<file path="src/hdl/itar_pkg.sv">
// ----------------------------------------------------------------------------
// itar_pkg: shared constants for the integer to ASCII converter
// Character codes, radix limits, register indexes and the digit to
// character mapping.
// ----------------------------------------------------------------------------
package itar_pkg;

  localparam logic [6:0] CH_MINUS    = 7'h2D;
  localparam logic [6:0] CH_ZERO     = 7'h30;
  localparam logic [6:0] CH_LETTER_A = 7'h41;

  localparam logic [4:0] RADIX_MIN   = 5'd2;
  localparam logic [4:0] RADIX_MAX   = 5'd16;
  localparam logic [4:0] RADIX_RESET = 5'd10;

  localparam int unsigned CFG_WIDTH = 5;

  // configuration register indexes
  localparam logic REG_RADIX  = 1'b0;
  localparam logic REG_SIGNED = 1'b1;

  // digit value 0..15 to '0'..'9', 'A'..'F'
  function automatic logic [6:0] digit_char(input logic [3:0] d);
    logic [6:0] d7;
    d7 = {3'b000, d};
    if (d < 4'd10) begin
      return CH_ZERO + d7;
    end
    return CH_LETTER_A + d7 - 7'd10;
  endfunction

endpackage

</file>
<file path="src/hdl/itar_ram.sv">
// ----------------------------------------------------------------------------
// itar_ram: generic single write, single read RAM
// One write port, one read port with registered read data.
// ----------------------------------------------------------------------------
module itar_ram #(
  parameter int unsigned WIDTH = 4,
  parameter int unsigned DEPTH = 64
) (
  input  logic                     clk,
  input  logic                     we,
  input  logic [$clog2(DEPTH)-1:0] waddr,
  input  logic [WIDTH-1:0]         wdata,
  input  logic [$clog2(DEPTH)-1:0] raddr,
  output logic [WIDTH-1:0]         rdata
);

  logic [WIDTH-1:0] mem [DEPTH];

  always_ff @(posedge clk) begin
    if (we) begin
      mem[waddr] <= wdata;
    end
    rdata <= mem[raddr];
  end

endmodule

</file>
<file path="src/hdl/itar_div.sv">
// ----------------------------------------------------------------------------
// itar_div: bit-serial divider by a small radix
// Restoring division, one dividend bit per cycle; done pulses once all
// VALUE_WIDTH dividend bits have been shifted through. Quotient and remainder
// hold after done until the next start.
// ----------------------------------------------------------------------------
module itar_div
  import itar_pkg::*;
#(
  parameter int unsigned VALUE_WIDTH = 64
) (
  input  logic                   clk,
  input  logic                   rst,
  input  logic                   start,
  input  logic [VALUE_WIDTH-1:0] dividend,
  input  logic [4:0]             base,
  output logic                   done,
  output logic [VALUE_WIDTH-1:0] quotient,
  output logic [3:0]             remainder
);

  localparam int unsigned CNT_W = $clog2(VALUE_WIDTH);

  logic                   busy;
  logic [CNT_W-1:0]       cnt;
  logic [VALUE_WIDTH-1:0] quo;
  logic [3:0]             rem;
  logic [4:0]             rem_sh;
  logic                   q_bit;
  logic [4:0]             rem_diff;

  // partial remainder stays below base, so 4 bits plus the shifted-in bit
  assign rem_sh   = {rem, quo[VALUE_WIDTH-1]};
  assign q_bit    = (rem_sh >= base);
  assign rem_diff = rem_sh - base;

  always_ff @(posedge clk) begin
    if (rst) begin
      busy <= 1'b0;
      done <= 1'b0;
    end else begin
      done <= 1'b0;
      if (start) begin
        busy <= 1'b1;
        quo  <= dividend;
        rem  <= 4'd0;
        cnt  <= CNT_W'(VALUE_WIDTH - 1);
      end else if (busy) begin
        quo <= {quo[VALUE_WIDTH-2:0], q_bit};
        rem <= q_bit ? rem_diff[3:0] : rem_sh[3:0];
        if (cnt == '0) begin
          busy <= 1'b0;
          done <= 1'b1;
        end else begin
          cnt <= cnt - CNT_W'(1);
        end
      end
    end
  end

  assign quotient  = quo;
  assign remainder = rem;

endmodule

</file>
<file path="src/hdl/int_to_ascii_radix.sv">
// ----------------------------------------------------------------------------
// int_to_ascii_radix: integer to ASCII text in base 2 to 16
// Converts one integer per request into its digits, most significant first,
// one character per output request, with a minus sign for negative values.
// ----------------------------------------------------------------------------
// One request in gives its text out as a stream of 7-bit ASCII characters
// ('-', '0'..'9', 'A'..'F'), tlast on the final one. A single shared
// bit-serial divider produces the digits least significant first into a
// small RAM; they are then read back in reverse. Each digit takes a full
// pass through the divider; emitting the characters can stall on m_tready
// backpressure. No new request is taken until the last character of the
// current one has been loaded for output: s_tready is high only while the
// block is idle. radix saturates into 2..16; signed_mode = 1 reads the low
// 32 bits as two's complement, 0 reads VALUE_WIDTH bits unsigned. A number
// with more than DIGIT_DEPTH digits keeps only its DIGIT_DEPTH low digits.
// Configuration must only be written while no conversion is in flight;
// the block itself does not enforce this.
module int_to_ascii_radix
  import itar_pkg::*;
#(
  parameter int unsigned DIGIT_DEPTH = 64,
  parameter int unsigned VALUE_WIDTH = 64
) (
  input  logic                 clk,
  input  logic                 rst,
  // configuration write port
  input  logic                 cfg_we,
  input  logic                 cfg_index,
  input  logic [CFG_WIDTH-1:0] cfg_data,
  // input stream
  input  logic                 s_tvalid,
  output logic                 s_tready,
  input  logic [63:0]          s_tdata,   // [63:0] value
  // output stream
  output logic                 m_tvalid,
  input  logic                 m_tready,
  output logic [7:0]           m_tdata,   // [6:0] ascii_char, [7] zero pad
  output logic                 m_tlast    // last character of the number
);

  localparam int unsigned AW = $clog2(DIGIT_DEPTH);
  localparam int unsigned CW = $clog2(DIGIT_DEPTH + 1);

  // sequencer states
  localparam logic [2:0] S_IDLE = 3'd0;
  localparam logic [2:0] S_DIV  = 3'd1;  // divider producing digits
  localparam logic [2:0] S_SIGN = 3'd2;  // emit '-'
  localparam logic [2:0] S_RD   = 3'd3;  // address digit RAM
  localparam logic [2:0] S_OUT  = 3'd4;  // emit digit

  logic [2:0]    state;
  logic [CW-1:0] count;      // digits stored; counts down while emitting
  logic [CW-1:0] cnt_dec;
  logic          negative;
  logic [4:0]    radix;
  logic          signed_mode;
  logic [4:0]    base;

  logic [6:0]    out_char;

  // request decode
  logic [31:0]            low_word;
  logic                   neg_in;
  logic [31:0]            mag32;
  logic [VALUE_WIDTH-1:0] mag_in;

  // divider hookup
  logic                   div_start;
  logic [VALUE_WIDTH-1:0] div_dividend;
  logic                   div_done;
  logic [VALUE_WIDTH-1:0] div_quotient;
  logic [3:0]             div_remainder;
  logic                   div_last;

  // digit RAM
  logic          ram_we;
  logic [3:0]    ram_rdata;

  logic          out_free;
  logic          load_sign;
  logic          load_digit;

  // ---------------------------------------------------------------- config
  always_ff @(posedge clk) begin
    if (rst) begin
      radix       <= RADIX_RESET;
      signed_mode <= 1'b1;
    end else if (cfg_we) begin
      unique case (cfg_index)
        REG_RADIX:  radix       <= cfg_data;
        REG_SIGNED: signed_mode <= cfg_data[0];
        default: ;
      endcase
    end
  end

  // out-of-range radix acts as the nearest limit
  always_comb begin
    if (radix < RADIX_MIN) begin
      base = RADIX_MIN;
    end else if (radix > RADIX_MAX) begin
      base = RADIX_MAX;
    end else begin
      base = radix;
    end
  end

  // ------------------------------------------------------ magnitude select
  assign low_word = s_tdata[31:0];
  assign neg_in   = signed_mode & low_word[31];
  assign mag32    = neg_in ? (~low_word + 32'd1) : low_word;
  assign mag_in   = signed_mode ? VALUE_WIDTH'(mag32) : s_tdata[VALUE_WIDTH-1:0];

  // ------------------------------------------------------------- divider
  // Do-while over digits: a zero value still yields one '0' digit.
  // Stop on zero quotient or once the store is full.
  assign div_last  = (div_quotient == '0) || (count == CW'(DIGIT_DEPTH - 1));
  assign s_tready  = (state == S_IDLE);
  assign div_start = (s_tready && s_tvalid) ||
                     (state == S_DIV && div_done && !div_last);
  assign div_dividend = (state == S_IDLE) ? mag_in : div_quotient;

  itar_div #(
    .VALUE_WIDTH(VALUE_WIDTH)
  ) u_div (
    .clk       (clk),
    .rst       (rst),
    .start     (div_start),
    .dividend  (div_dividend),
    .base      (base),
    .done      (div_done),
    .quotient  (div_quotient),
    .remainder (div_remainder)
  );

  // ----------------------------------------------------------- digit RAM
  assign ram_we  = (state == S_DIV) && div_done;
  assign cnt_dec = count - CW'(1);

  itar_ram #(
    .WIDTH(4),
    .DEPTH(DIGIT_DEPTH)
  ) u_ram (
    .clk   (clk),
    .we    (ram_we),
    .waddr (count[AW-1:0]),
    .wdata (div_remainder),
    .raddr (cnt_dec[AW-1:0]),
    .rdata (ram_rdata)
  );

  // ----------------------------------------------------------- sequencer
  assign out_free   = !m_tvalid || m_tready;
  assign load_sign  = (state == S_SIGN) && out_free;
  assign load_digit = (state == S_OUT) && out_free;

  always_ff @(posedge clk) begin
    if (rst) begin
      state    <= S_IDLE;
      count    <= '0;
      negative <= 1'b0;
    end else begin
      unique case (state)
        S_IDLE: begin
          if (s_tvalid) begin
            negative <= neg_in;
            count    <= '0;
            state    <= S_DIV;
          end
        end
        S_DIV: begin
          if (div_done) begin
            count <= count + CW'(1);
            if (div_last) begin
              state <= negative ? S_SIGN : S_RD;
            end
          end
        end
        S_SIGN: begin
          if (out_free) begin
            state <= S_RD;
          end
        end
        S_RD: begin
          state <= S_OUT;
        end
        S_OUT: begin
          if (out_free) begin
            count <= cnt_dec;
            state <= (count == CW'(1)) ? S_IDLE : S_RD;
          end
        end
        default: begin
          state <= S_IDLE;
        end
      endcase
    end
  end

  // ------------------------------------------------------ output register
  always_ff @(posedge clk) begin
    if (rst) begin
      m_tvalid <= 1'b0;
    end else if (load_sign || load_digit) begin
      m_tvalid <= 1'b1;
    end else if (m_tready) begin
      m_tvalid <= 1'b0;
    end
  end

  always_ff @(posedge clk) begin
    if (load_sign) begin
      out_char <= CH_MINUS;
      m_tlast  <= 1'b0;
    end else if (load_digit) begin
      out_char <= digit_char(ram_rdata);
      m_tlast  <= (count == CW'(1));
    end
  end

  assign m_tdata = {1'b0, out_char};

  // ---------------------------------------------------------- assertions
  a_done_in_div: assert property (@(posedge clk) disable iff (rst)
    div_done |-> state == S_DIV)
    else $error("divider finished outside digit generation");

  a_count_bound: assert property (@(posedge clk) disable iff (rst)
    count <= CW'(DIGIT_DEPTH))
    else $error("digit count beyond store depth");

  a_emit_nonempty: assert property (@(posedge clk) disable iff (rst)
    (state == S_RD || state == S_OUT || state == S_SIGN) |-> count != '0)
    else $error("emitting with no digits stored");

  a_last_to_idle: assert property (@(posedge clk) disable iff (rst)
    (load_digit && count == CW'(1)) |=> (state == S_IDLE && m_tvalid && m_tlast))
    else $error("final digit did not end the number");

endmodule
</file>
<file path="config.mk">
export PLATFORM = sky130hd
export DESIGN_NAME = int_to_ascii_radix
export DESIGN_NICKNAME = d
export VERILOG_FILES = /design/src/hdl/itar_pkg.sv /design/src/hdl/itar_ram.sv /design/src/hdl/itar_div.sv /design/src/hdl/int_to_ascii_radix.sv
export SDC_FILE = /design/constraint.sdc
export NUM_CORES = 1
export LEC_CHECK = 0
export ABC_AREA = 0
export BUFFER_PORTS_ARGS = -buffer_cell sky130_fd_sc_hd__buf_2
export CAP_MARGIN = 20
export CORE_MARGIN = 2
export CORE_UTILIZATION = 61
export DETAILED_ROUTE_END_ITERATION = 8
export MAX_ROUTING_LAYER = met4
export PLACE_DENSITY = 0.84
export SYNTH_ARGS = -nofsm -noshare
export SYNTH_HDL_FRONTEND = slang
export SYNTH_SLANG_ARGS = --single-unit
</file>
<file path="constraint.sdc">
create_clock -name clk -period 9.2 [get_ports clk]
set_input_delay 0.92 -clock clk [delete_from_list [all_inputs] [get_ports clk]]
set_output_delay 0.92 -clock clk [all_outputs]
set_load 0.05 [all_outputs]
</file>
==> flow_summary.toml, run 1 <==
[sta]
clock.fmax_mhz = 280
timing_worst_slew_pin_value_ps = 1180
unrepaired_setup_endpoints_after_global_routing = "false"
max-slew-margin-rel = 0.205
tns_ps = 0
timing.final.hold_violations = 0
slew_violations = 0
clock_skew_ps = 33.9
worst_hold_slack_ps = 488
finalCritPeriodShare = 0.389
timing.final.crit_period_ps = 3580
report.final.setup_viol = 0

[cells_and_area]
antenna-diode-count = 0
final_nets = 1363
summed_area_of_non_filler_cells_in_the_final_layout_sq_mm = 0.0181
flow.area_growth_from_synthesis_pct = 12.0
layout-drive-gt1-share = 0.180
final_core_utilization = 0.695
layout.filler_cells = 1598

[place]
place_congestion = 0.890
buffer_ports.inserted = 84
place_area_sq_mm = 0.0168
hpwl_um = 23800

[route]
wl_um = 38400
drt_first_pass_iters = 5
count_of_vias_placed_by_the_detailed_router = 10780
first_iter_violations = 1466
post_detailed_route_count_of_antenna_violating_nets = 0
drc_viols = 0
via_per_inst = 6.58
routedWlPerCell_um = 23.4

[flow_run]
drv.max_cap_violation_count = 0

[power_and_ir_drop]
static_leak_nw = 6.13
switching_share = 0.255
p_seq_frac = 0.488
power_per_cell_area_mw_per_mm2 = 218
clock_power_share = 0.387
p_switching_mw = 1.01
total_power_mw = 3.95
power_frac_comb = 0.125
worst_vdd_ir_mv = 0.188
cell_internal_pwr_mw = 2.94

[synth]
synth-seq-area-share = 0.652
synth_top_area_share = 0.612
post-synth-top-area-cell = "sky130_fd_sc_hd__edfxtp_1"
number_of_synthesized_flops_with_an_enable_pin = 330
yosysUniqueCellTypes = 65
synth_area_per_cell_sq_um = 13.4
ys_async_sr_fraction = 0
synth-seq-cells = 362
synth_top_cells_by_area = "sky130_fd_sc_hd__edfxtp_1, sky130_fd_sc_hd__mux4_2, sky130_fd_sc_hd__dfxtp_1"
most_frequent_cells_after_synthesis = "sky130_fd_sc_hd__edfxtp_1, sky130_fd_sc_hd__nand2_1, sky130_fd_sc_hd__nor2_1, sky130_fd_sc_hd__mux4_2, sky130_fd_sc_hd__clkbuf_1"
synth_warnings = 0
netlist_area_sq_mm = 0.0162
synth.net_count = 1292
postSynthCellCount = 1204
synth.most_common_cell = "sky130_fd_sc_hd__edfxtp_1"
postSynth.topFlopCell = "sky130_fd_sc_hd__edfxtp_1"

[grt]
grt_overflow = 0
global_route_total_usage_across_every_layer = 0.284
groute.layer.met2.usage = 0.448
antenna_found_initial = 0
grt_pass1_vias = 10602
grt.met3_usage = 0.0509
groute.layer.met1.usage = 0.384
grt_max_degree = 86
grt_most_used_layer = "met2"
wire_length_of_the_first_global_routing_pass_um = 59700

[worst_setup_path]
crit_path_top_delay_cell = "sky130_fd_sc_hd__ha_2"
arrival_time_at_the_worst_endpoint_ps = 3940
critPathLaunchType = "flip-flop"
crit_top_cell = "sky130_fd_sc_hd__nor2_1"
endpoint_kind = "flip-flop"
critical_path.cell_chain = "inv_1 > ha_2 > buf_4 > mux4_2 > nor2_1 > nor2_1 > o2111ai_1 > o22ai_1"
critPathBufInv = 2
cp_top_family = "adder cells"
timing.setup.critical_path_class = "reg2reg"
worst_path_largest_cell_delay_ps = 1000
crit_path_max_fanout = 35
critical_path_required_ps = 9560

[clock_network]
clk_pin_slew_worst_paths_ps = 70
post_cts_resize_count = 0
tritoncts.num_buffers = 36
clock_tree.root_cell = "sky130_fd_sc_hd__clkbuf_16"
post_cts.repair.setup_buffers = 0
maximum_buffer_depth_of_the_clock_tree = 3
cts.htree.levels = 2
number_of_hold_repair_buffers_added_at_the_cts_stage = 0
clkLatencyLatePin_ps = 540
tritoncts = "yes"
clkSinkCount = 362

[die]
die_h_um = 167
die_x_um = 167
std_cell_rows = 59
ios = 86
floorplan.die_area_sq_mm = 0.0278
initial_core_util = 0.621
core-area_sq_mm = 0.0261

[outcome]
run_status = "finished clean"

[worst_hold_path]
worst_hold_path_type = "reg2reg"
## power groups by stage
stage	sequential, mW	clock, mW	combinational [mW]
detailed placement	1.96	0	0.469
global placement	1.96	0	0.450
floorplan	1.99	0	0.286
global route	1.93	1.59	0.530
CTS	1.92	1.53	0.480
finish	1.93	1.53	0.492
## kinds of logic (layout without fill, tap and decap cells)
kind of cell	Yosys count	count (layout)	synth area share
and+or+nand+nor	485	485	0.140
DFF	362	362	0.652
AOI/OAI and AO/OA	144	144	0.0558
buffers and inverters	82	181	0.0225
muxes	74	74	0.0954
xor gates and xnor gates	43	43	0.0233
adders and majority gates	13	13	0.0105
other	1	1	0.000232
## cell usage in the layout, fill, tap and decap left out, drive strengths merged, types with 4 or more instances in the layout
cell,netlist,routed
o31ai,4,4
nor2b,13,13
nand4,16,16
a31oi,9,9
buf,25,98
a21oi,39,39
mux4,64,64
edfxtp,330,330
nor4,23,23
o22ai,12,12
o21ai,38,38
or4,4,4
inv,17,18
bufinv,0,5
a211oi,7,7
nand2b,5,5
clkinvlp,0,4
and2,4,4
xnor2,27,27
dfxtp,32,32
clkinv,0,12
nand3,32,32
o41ai,4,4
mux2i,9,9
o211ai,4,4
nand2,170,170
nand3b,33,33
nor3,13,13
clkbuf,40,44
ha,12,12
xor2,16,16
nor2,159,159
## flip-flops by register name, summed over array words and instances, names as in the netlist
register         count
u_div.quotient      64
u_div.remainder      4
signed_mode          1
m_tvalid             1
u_div.cnt            6
u_div.done           1
negative             1
u_ram.rdata          4
radix                5
u_ram.mem          256
state                3
m_tlast              1
u_div.busy           1
out_char             7
count                7
## metal layers
layer	vias to the layer above	routed length [um]
met1	5187	14400
li1	4674	-
met5	-	0
met2	803	18700
met4	0	1230
met3	116	4070
## per-stage QoR
step / setup slack, ps / instances
2_1_floorplan: 1890 / 1204
3_3_place_gp: 5920 / 1571
3_5_place_dp: 5800 / 1571
4_1_cts: 5680 / 1637
5_1_grt: 5510 / 1638
6_report: 5620 / 1638
## cell type report
cell class                      count  area [sq um]  area share
Clock buffer                       44           952      0.0525
Tap cell                          335           419      0.0231
Timing Repair Buffer               98           546      0.0301
Sequential cell                   362         10600       0.582
Inverter                           17          63.8     0.00352
Clock inverter                     22           292      0.0161
Multi-Input combinational cell    760          5300       0.292
## final timing paths
path	startpoint	endpoint	slack [ps]	depth (start not counted)
worst max-delay path	count[1]	u_ram.rdata[3]	5620	8
worst min-delay path	out_char[5]	out_char[5]	490	2
worst max register to register	count[1]	u_ram.rdata[3]	5620	8
worst min register to register	out_char[5]	out_char[5]	490	2
## worst register-to-register path, cell delays in order (launching register included)
cell and delay, ps:
sky130_fd_sc_hd__dfxtp_1 570, sky130_fd_sc_hd__inv_1 240, sky130_fd_sc_hd__ha_2 1000, sky130_fd_sc_hd__buf_4 550, sky130_fd_sc_hd__mux4_2 420, sky130_fd_sc_hd__nor2_1 120, sky130_fd_sc_hd__nor2_1 90, sky130_fd_sc_hd__o2111ai_1 270
sky130_fd_sc_hd__o22ai_1 150
Note: power is estimated with default switching activity, not from simulation.
==> run 2, diff against run 1 <==
ABC_AREA = 1   (was 0)
CORE_UTILIZATION = 55   (was 61)
PLACE_DENSITY = 0.8   (was 0.84)
clock period = 2.93 ns   (was 9.2 ns; I/O delays follow)
==> run 2 against run 1 <==
  * Hold slack lost 470 ps
  * Wire length rose by 5.5%
  * Critical path type unchanged
  * Clock power increased to 3.1 times the previous value
  * Non-clock buffer count up 17
  * Critical path depth is 2 higher
  * Clock skew is 14 ps lower
  * Synthesized cell count rose by 40%
  * Setup slack got worse by 5200 ps
  * Largest cell class unchanged
==> flow_summary.toml, run 2 <==
[worst_setup_path]
arrival_time_at_the_worst_endpoint_ps = 2990
crit_path_top_delay_cell = "sky130_fd_sc_hd__ha_4"
reg2reg_from = "count[0]"
endpoint_kind = "flip-flop"
critical_path_required_ps = 3410
timing.setup.critical_path_class = "reg2reg"
r2r_setup_slack_ps = 420
end_of_the_worst_register_to_register_path = "u_ram.rdata[0]"
worst_path_largest_cell_delay_ps = 520
worst_r2r_path_depth = 10
cp_top_family = "simple AND/OR/NAND/NOR gates"
crit_top_cell = "sky130_fd_sc_hd__nand3_1"
critPathLaunchType = "flip-flop"
critical_path.cell_chain = "clkinv_2 > ha_4 > inv_1 > nor2_1 > o21ai_0 > nand3_1 > nand3_1 > nand3_1 > nand3_1 > nand2_1"
crit_path_max_fanout = 34
crit_path_start = "count[0]"
critPathBufInv = 2

[synth]
most_frequent_cells_after_synthesis = "sky130_fd_sc_hd__nor2_1, sky130_fd_sc_hd__edfxtp_1, sky130_fd_sc_hd__nand2_1, sky130_fd_sc_hd__o21ai_0, sky130_fd_sc_hd__nand3_1"
synth_top_cells_by_area = "sky130_fd_sc_hd__edfxtp_1, sky130_fd_sc_hd__nor2_1, sky130_fd_sc_hd__nand2_1"
postSynth.topFlopCell = "sky130_fd_sc_hd__edfxtp_1"
postSynthCellCount = 1681
synth.net_count = 1769
synth_area_per_cell_sq_um = 9.90
synth-seq-cells = 362
ys_async_sr_fraction = 0
synth-seq-area-share = 0.634
synth_warnings = 0
yosysUniqueCellTypes = 42
netlist_area_sq_mm = 0.0166
number_of_synthesized_flops_with_an_enable_pin = 330
synth_top_area_share = 0.595
synth.most_common_cell = "sky130_fd_sc_hd__nor2_1"
post-synth-top-area-cell = "sky130_fd_sc_hd__edfxtp_1"

[sta]
clock_skew_ps = 20.0
tns_ps = 0
report.final.setup_viol = 0
finalCritPeriodShare = 0.856
slew_violations = 0
timing_worst_slew_pin_value_ps = 893
unrepaired_setup_endpoints_after_global_routing = "false"
timing.final.hold_violations = 0
max-slew-margin-rel = 0.404
timing.final.crit_period_ps = 2510
worst_hold_slack_ps = 21.9
clock.fmax_mhz = 398

[route]
via_per_inst = 5.80
drc_viols = 0
post_detailed_route_count_of_antenna_violating_nets = 0
routedWlPerCell_um = 18.6
first_iter_violations = 1470
wl_um = 40500
count_of_vias_placed_by_the_detailed_router = 12638
drt_first_pass_iters = 5

[die]
ios = 86
std_cell_rows = 63
floorplan.die_area_sq_mm = 0.0317
initial_core_util = 0.560
core-area_sq_mm = 0.0297
die_h_um = 178
die_x_um = 178

[cells_and_area]
largest-register = "u_ram.mem"
multiInputGateArea_sq_mm = 0.00540
largest_register_ff_count = 256
area.sequential_sq_mm = 0.0106
summed_area_of_non_filler_cells_in_the_final_layout_sq_mm = 0.0187
final_nets = 1846
flow.area_growth_from_synthesis_pct = 12.2
layout-drive-gt1-share = 0.111
final_common_cell = "sky130_fd_sc_hd__nor2_1"
commonest_cells_after_routing_fill_and_taps_aside = "sky130_fd_sc_hd__nor2_1, sky130_fd_sc_hd__edfxtp_1, sky130_fd_sc_hd__nand2_1, sky130_fd_sc_hd__o21ai_0, sky130_fd_sc_hd__nand3_1"
final_core_utilization = 0.628
layout.filler_cells = 2333

[flow_run]
drv.max_cap_violation_count = 0

[clock_network]
number_of_hold_repair_buffers_added_at_the_cts_stage = 0
clock_tree.root_cell = "sky130_fd_sc_hd__clkbuf_16"
cts.htree.levels = 2
tritoncts.num_buffers = 38
clk_pin_slew_worst_paths_ps = 60
tritoncts = "yes"
clkLatencyLatePin_ps = 540
clkSinkCount = 362
post_cts_resize_count = 0
post_cts.repair.setup_buffers = 0
maximum_buffer_depth_of_the_clock_tree = 3

[grt]
antenna_found_initial = 1
grt_pass1_vias = 12437
grt_max_degree = 71
grt_overflow = 0
wire_length_of_the_first_global_routing_pass_um = 64300
global_route_total_usage_across_every_layer = 0.269

[place]
buffer_ports.inserted = 84
hpwl_um = 26100
place_congestion = 0.927
place_area_sq_mm = 0.0175

[worst_hold_path]
worstHoldEndpoint = "radix[2]"
hold_path_startpoint = "cfg_data[2]"
worst_hold_path_type = "in2reg"
worstHoldPathCells = 3

[power_and_ir_drop]
clock_power_share = 0.267
switching_share = 0.374
power_frac_comb = 0.339
total_power_mw = 17.6
p_switching_mw = 6.57
worst_vdd_ir_mv = 0.654
p_seq_frac = 0.394
power_per_cell_area_mw_per_mm2 = 940
static_leak_nw = 6.93
cell_internal_pwr_mw = 11.0

[outcome]
run_status = "finished clean"
[run 2: cell type report]
type | count | area share
multi-input cells | 1155 | 0.289
diodes | 1 | 0.000134
well taps | 390 | 0.0261
repair buffers | 115 | 0.0370
inverters | 86 | 0.0176
clock inverters | 20 | 0.00905
clock buffers | 49 | 0.0559
flip-flops and latches | 362 | 0.565
[run 2: kinds of logic (layout without fill, tap and decap cells)]
| logic type | Yosys count | in the layout | synth area share |
|---|---|---|---|
| buffers and inverters | 164 | 270 | 0.0426 |
| other | 1 | 2 | 0.000225 |
| AND/OR/NAND/NOR | 856 | 856 | 0.211 |
| XOR/XNOR | 23 | 23 | 0.0135 |
| flip-flops | 362 | 362 | 0.634 |
| adder cells (fa/ha/maj) | 13 | 13 | 0.0102 |
| AO/OA/AOI/OAI | 262 | 262 | 0.0886 |
[run 2: worst max-delay path by stage]
stage	end	depth (start not counted)
final	u_ram.rdata[0]	10
after global routing	u_ram.rdata[0]	10
after CTS	u_ram.rdata[0]	10
after detailed placement	u_ram.rdata[0]	9
after global placement	u_ram.rdata[0]	9
after floorplan	u_div.quotient[0]	7
[run 2: power groups by stage]
stage,Combinational (mW),Sequential [mW],Clock [mW]
finish,5.96,6.91,4.69
global route,6.55,6.95,4.92
CTS,5.89,6.90,4.72
detailed placement,5.81,7.00,0
global placement,5.70,6.99,0
floorplan,3.68,7.25,0
[run 2: tightest hold or removal path, cell delays in order]
cell	delay, ps
sky130_fd_sc_hd__buf_2	80
sky130_fd_sc_hd__nor2_1	40
sky130_fd_sc_hd__nor2_1	100
[run 2: through the flow]
step / setup slack, ps / instances
floorplan: 313 / 1681
finish: 421 / 2178
global placement: 699 / 2108
CTS: 502 / 2177
global route: 294 / 2178
detailed placement: 567 / 2108
[run 2: metal layers]
| metal | track usage | vias to the layer above | share of wire |
|---|---|---|---|
| met3 | 0.0525 | 124 | 0.094 |
| met2 | 0.421 | 633 | 0.47 |
| met5 | - | - | 0 |
| met1 | 0.352 | 5918 | 0.40 |
| met4 | 0.0994 | 0 | 0.034 |
| li1 | - | 5963 | - |
==> run 3, diff against run 2 <==
--- a/config.mk
+++ b/config.mk
@@ -9,3 +9,3 @@
 export BUFFER_PORTS_ARGS = -buffer_cell sky130_fd_sc_hd__buf_2
-export CAP_MARGIN = 20
+export CAP_MARGIN = 30
 export CORE_MARGIN = 2
==> constraint.sdc (replaced) <==
create_clock -name clk -period 2.2 [get_ports clk]
set_input_delay 0.22 -clock clk [delete_from_list [all_inputs] [get_ports clk]]
set_output_delay 0.22 -clock clk [all_outputs]
set_load 0.1 [all_outputs]
==> run 3 against run 2 <==
  * Critical path depth is 4 lower
  * Setup slack got worse by 360 ps
  * Clock skew fell by 2.7 ps
  * First-iteration DRC count grew 15%
  * Via count grew 3.8%
  * Power up 39%
  * Final cell count increased by 2.9%
==> flow_summary.toml, run 3 (synthesized netlist as in run 2, its figures left out) <==
[outcome]
run_status = "finished clean"

[worst_setup_path]
critical_path_required_ps = 2450
arrival_time_at_the_worst_endpoint_ps = 2380
endpoint_kind = "flip-flop"
crit_path_max_fanout = 29
critPathLaunchType = "flip-flop"
crit_path_start = "count[0]"
timing.setup.critical_path_class = "reg2reg"
worst_r2r_path_depth = 6
end_of_the_worst_register_to_register_path = "u_ram.mem[31][2]"
reg2reg_from = "count[0]"
r2r_setup_slack_ps = 60

[route]
routedWlPerCell_um = 18.6
count_of_vias_placed_by_the_detailed_router = 13119
drt_first_pass_iters = 6
wl_um = 41600
drc_viols = 0
via_per_inst = 5.85
post_detailed_route_count_of_antenna_violating_nets = 0
first_iter_violations = 1693

[power_and_ir_drop]
p_switching_mw = 9.25
power_frac_comb = 0.363
clock_power_share = 0.260
static_leak_nw = 7.27
worst_vdd_ir_mv = 1.30
power_per_cell_area_mw_per_mm2 = 1250
p_seq_frac = 0.378
switching_share = 0.380
cell_internal_pwr_mw = 15.1

[cells_and_area]
summed_area_of_non_filler_cells_in_the_final_layout_sq_mm = 0.0194
largest_register_ff_count = 256
final_core_utilization = 0.653
layout-drive-gt1-share = 0.143
final_common_cell = "sky130_fd_sc_hd__nor2_1"
largest-register = "u_ram.mem"
layout.filler_cells = 2180
final_nets = 1910
commonest_cells_after_routing_fill_and_taps_aside = "sky130_fd_sc_hd__nor2_1, sky130_fd_sc_hd__edfxtp_1, sky130_fd_sc_hd__nand2_1, sky130_fd_sc_hd__o21ai_0, sky130_fd_sc_hd__nand3_1"
flow.area_growth_from_synthesis_pct = 16.5

[clock_network]
clock_tree.root_cell = "sky130_fd_sc_hd__clkbuf_16"
tritoncts = "yes"
maximum_buffer_depth_of_the_clock_tree = 3
tritoncts.num_buffers = 37
clk_pin_slew_worst_paths_ps = 60
clkLatencyLatePin_ps = 530
cts.htree.levels = 2
clkSinkCount = 362

[grt]
grt_pass1_vias = 12665
grt_overflow = 0
grt_max_degree = 66
global_route_total_usage_across_every_layer = 0.274
antenna_found_initial = 1
wire_length_of_the_first_global_routing_pass_um = 65500

[die]
floorplan.die_area_sq_mm = 0.0317
core-area_sq_mm = 0.0297
die_x_um = 178
std_cell_rows = 63
initial_core_util = 0.560
ios = 86
die_h_um = 178

[place]
hpwl_um = 26200
place_congestion = 0.939
buffer_ports.inserted = 84
place_area_sq_mm = 0.0179

[sta]
clock_skew_ps = 17.3
report.final.setup_viol = 0
timing_worst_slew_pin_value_ps = 781
max-slew-margin-rel = 0.479
clock.fmax_mhz = 468
slew_violations = 0
finalCritPeriodShare = 0.971
timing.final.hold_violations = 0
timing.final.crit_period_ps = 2140

[worst_hold_path]
worstHoldEndpoint = "u_div.quotient[61]"
hold_path_startpoint = "s_tdata[61]"
worst_hold_path_type = "in2reg"
worstHoldPathCells = 3

[flow_run]
drv.max_cap_violation_count = 0
==> run 3: changes by cell type in the layout (fill, tap and decap cells not counted), moves of 6 or more <==
cell / previous run / this run
sky130_fd_sc_hd__nor2_1: 381 / 374
sky130_fd_sc_hd__nor2_2: 2 / 8
sky130_fd_sc_hd__dlygate4sd3_1: 0 / 18
sky130_fd_sc_hd__buf_4: 28 / 66
sky130_fd_sc_hd__buf_12: 3 / 10
==> run 3: per-layer routing <==
| metal | track usage | wire, um |
|---|---|---|
| met2 | 0.447 | 20000 |
| met1 | 0.359 | 16200 |
| met4 | 0.0772 | 1130 |
| met3 | 0.0431 | 4330 |
| met5 | - | 0 |
==> run 3: what timing repair did <==
action	4_1_cts	5_1_grt
hold buffers	18	0
endpoints found under the setup margin	0	62
resized for setup	0	12
buffers inserted	0	4
hold endpoints to repair	21	0
==> run 3: per-stage QoR <==
stage,cells,TNS (ps),worst slack (ps),total power [mW],hold slack (ps)
after global placement,2151,0,142,17.5,445
final,2241,0,62.9,24.3,5.92
after CTS,2236,0,81.8,24.0,0.246
after floorplan,1681,-14690,-219,15.0,282
after detailed placement,2151,0,135,17.7,461
after global routing,2241,-4.49,-4.49,25.4,6.18
==> run 3: area by class of cell <==
class,instances,area [sq um],share of cell area
sequential,362,10600,0.544
clock inverter,20,210,0.0108
antenna,1,2.50,0.000129
clock buffer,47,1010,0.0523
timing repair buffer,180,1320,0.0680
inverter,86,334,0.0172
tap,390,488,0.0252
multi-input combinational,1155,5470,0.282
==> run 3: power by group through the flow <==
stage               clock (mW)  sequential (mW)  combinational (mW)
floorplan                    0             9.92                5.04
global placement             0             9.28                8.20
detailed placement           0             9.30                8.41
CTS                       6.32             9.17                8.49
global route              6.58             9.24                9.59
finish                    6.32             9.19                8.82
==> run 3: worst max-delay path, cell delays in order, from the launching register on <==
cell                      delay [ps]
sky130_fd_sc_hd__dfxtp_4         350
sky130_fd_sc_hd__buf_4           180
sky130_fd_sc_hd__buf_4           320
sky130_fd_sc_hd__nand3_1         200
sky130_fd_sc_hd__buf_4           220
sky130_fd_sc_hd__nor4_1          350
sky130_fd_sc_hd__buf_4           230
==> run 3: worst max-delay path by stage <==
stage / to / depth (start not counted)
3_3_place_gp: u_ram.mem[31][2] / 6
6_report: u_ram.mem[31][2] / 6
4_1_cts: u_ram.mem[63][2] / 7
2_1_floorplan: u_div.quotient[0] / 7
3_5_place_dp: u_ram.mem[63][2] / 7
5_1_grt: u_div.remainder[1] / 12
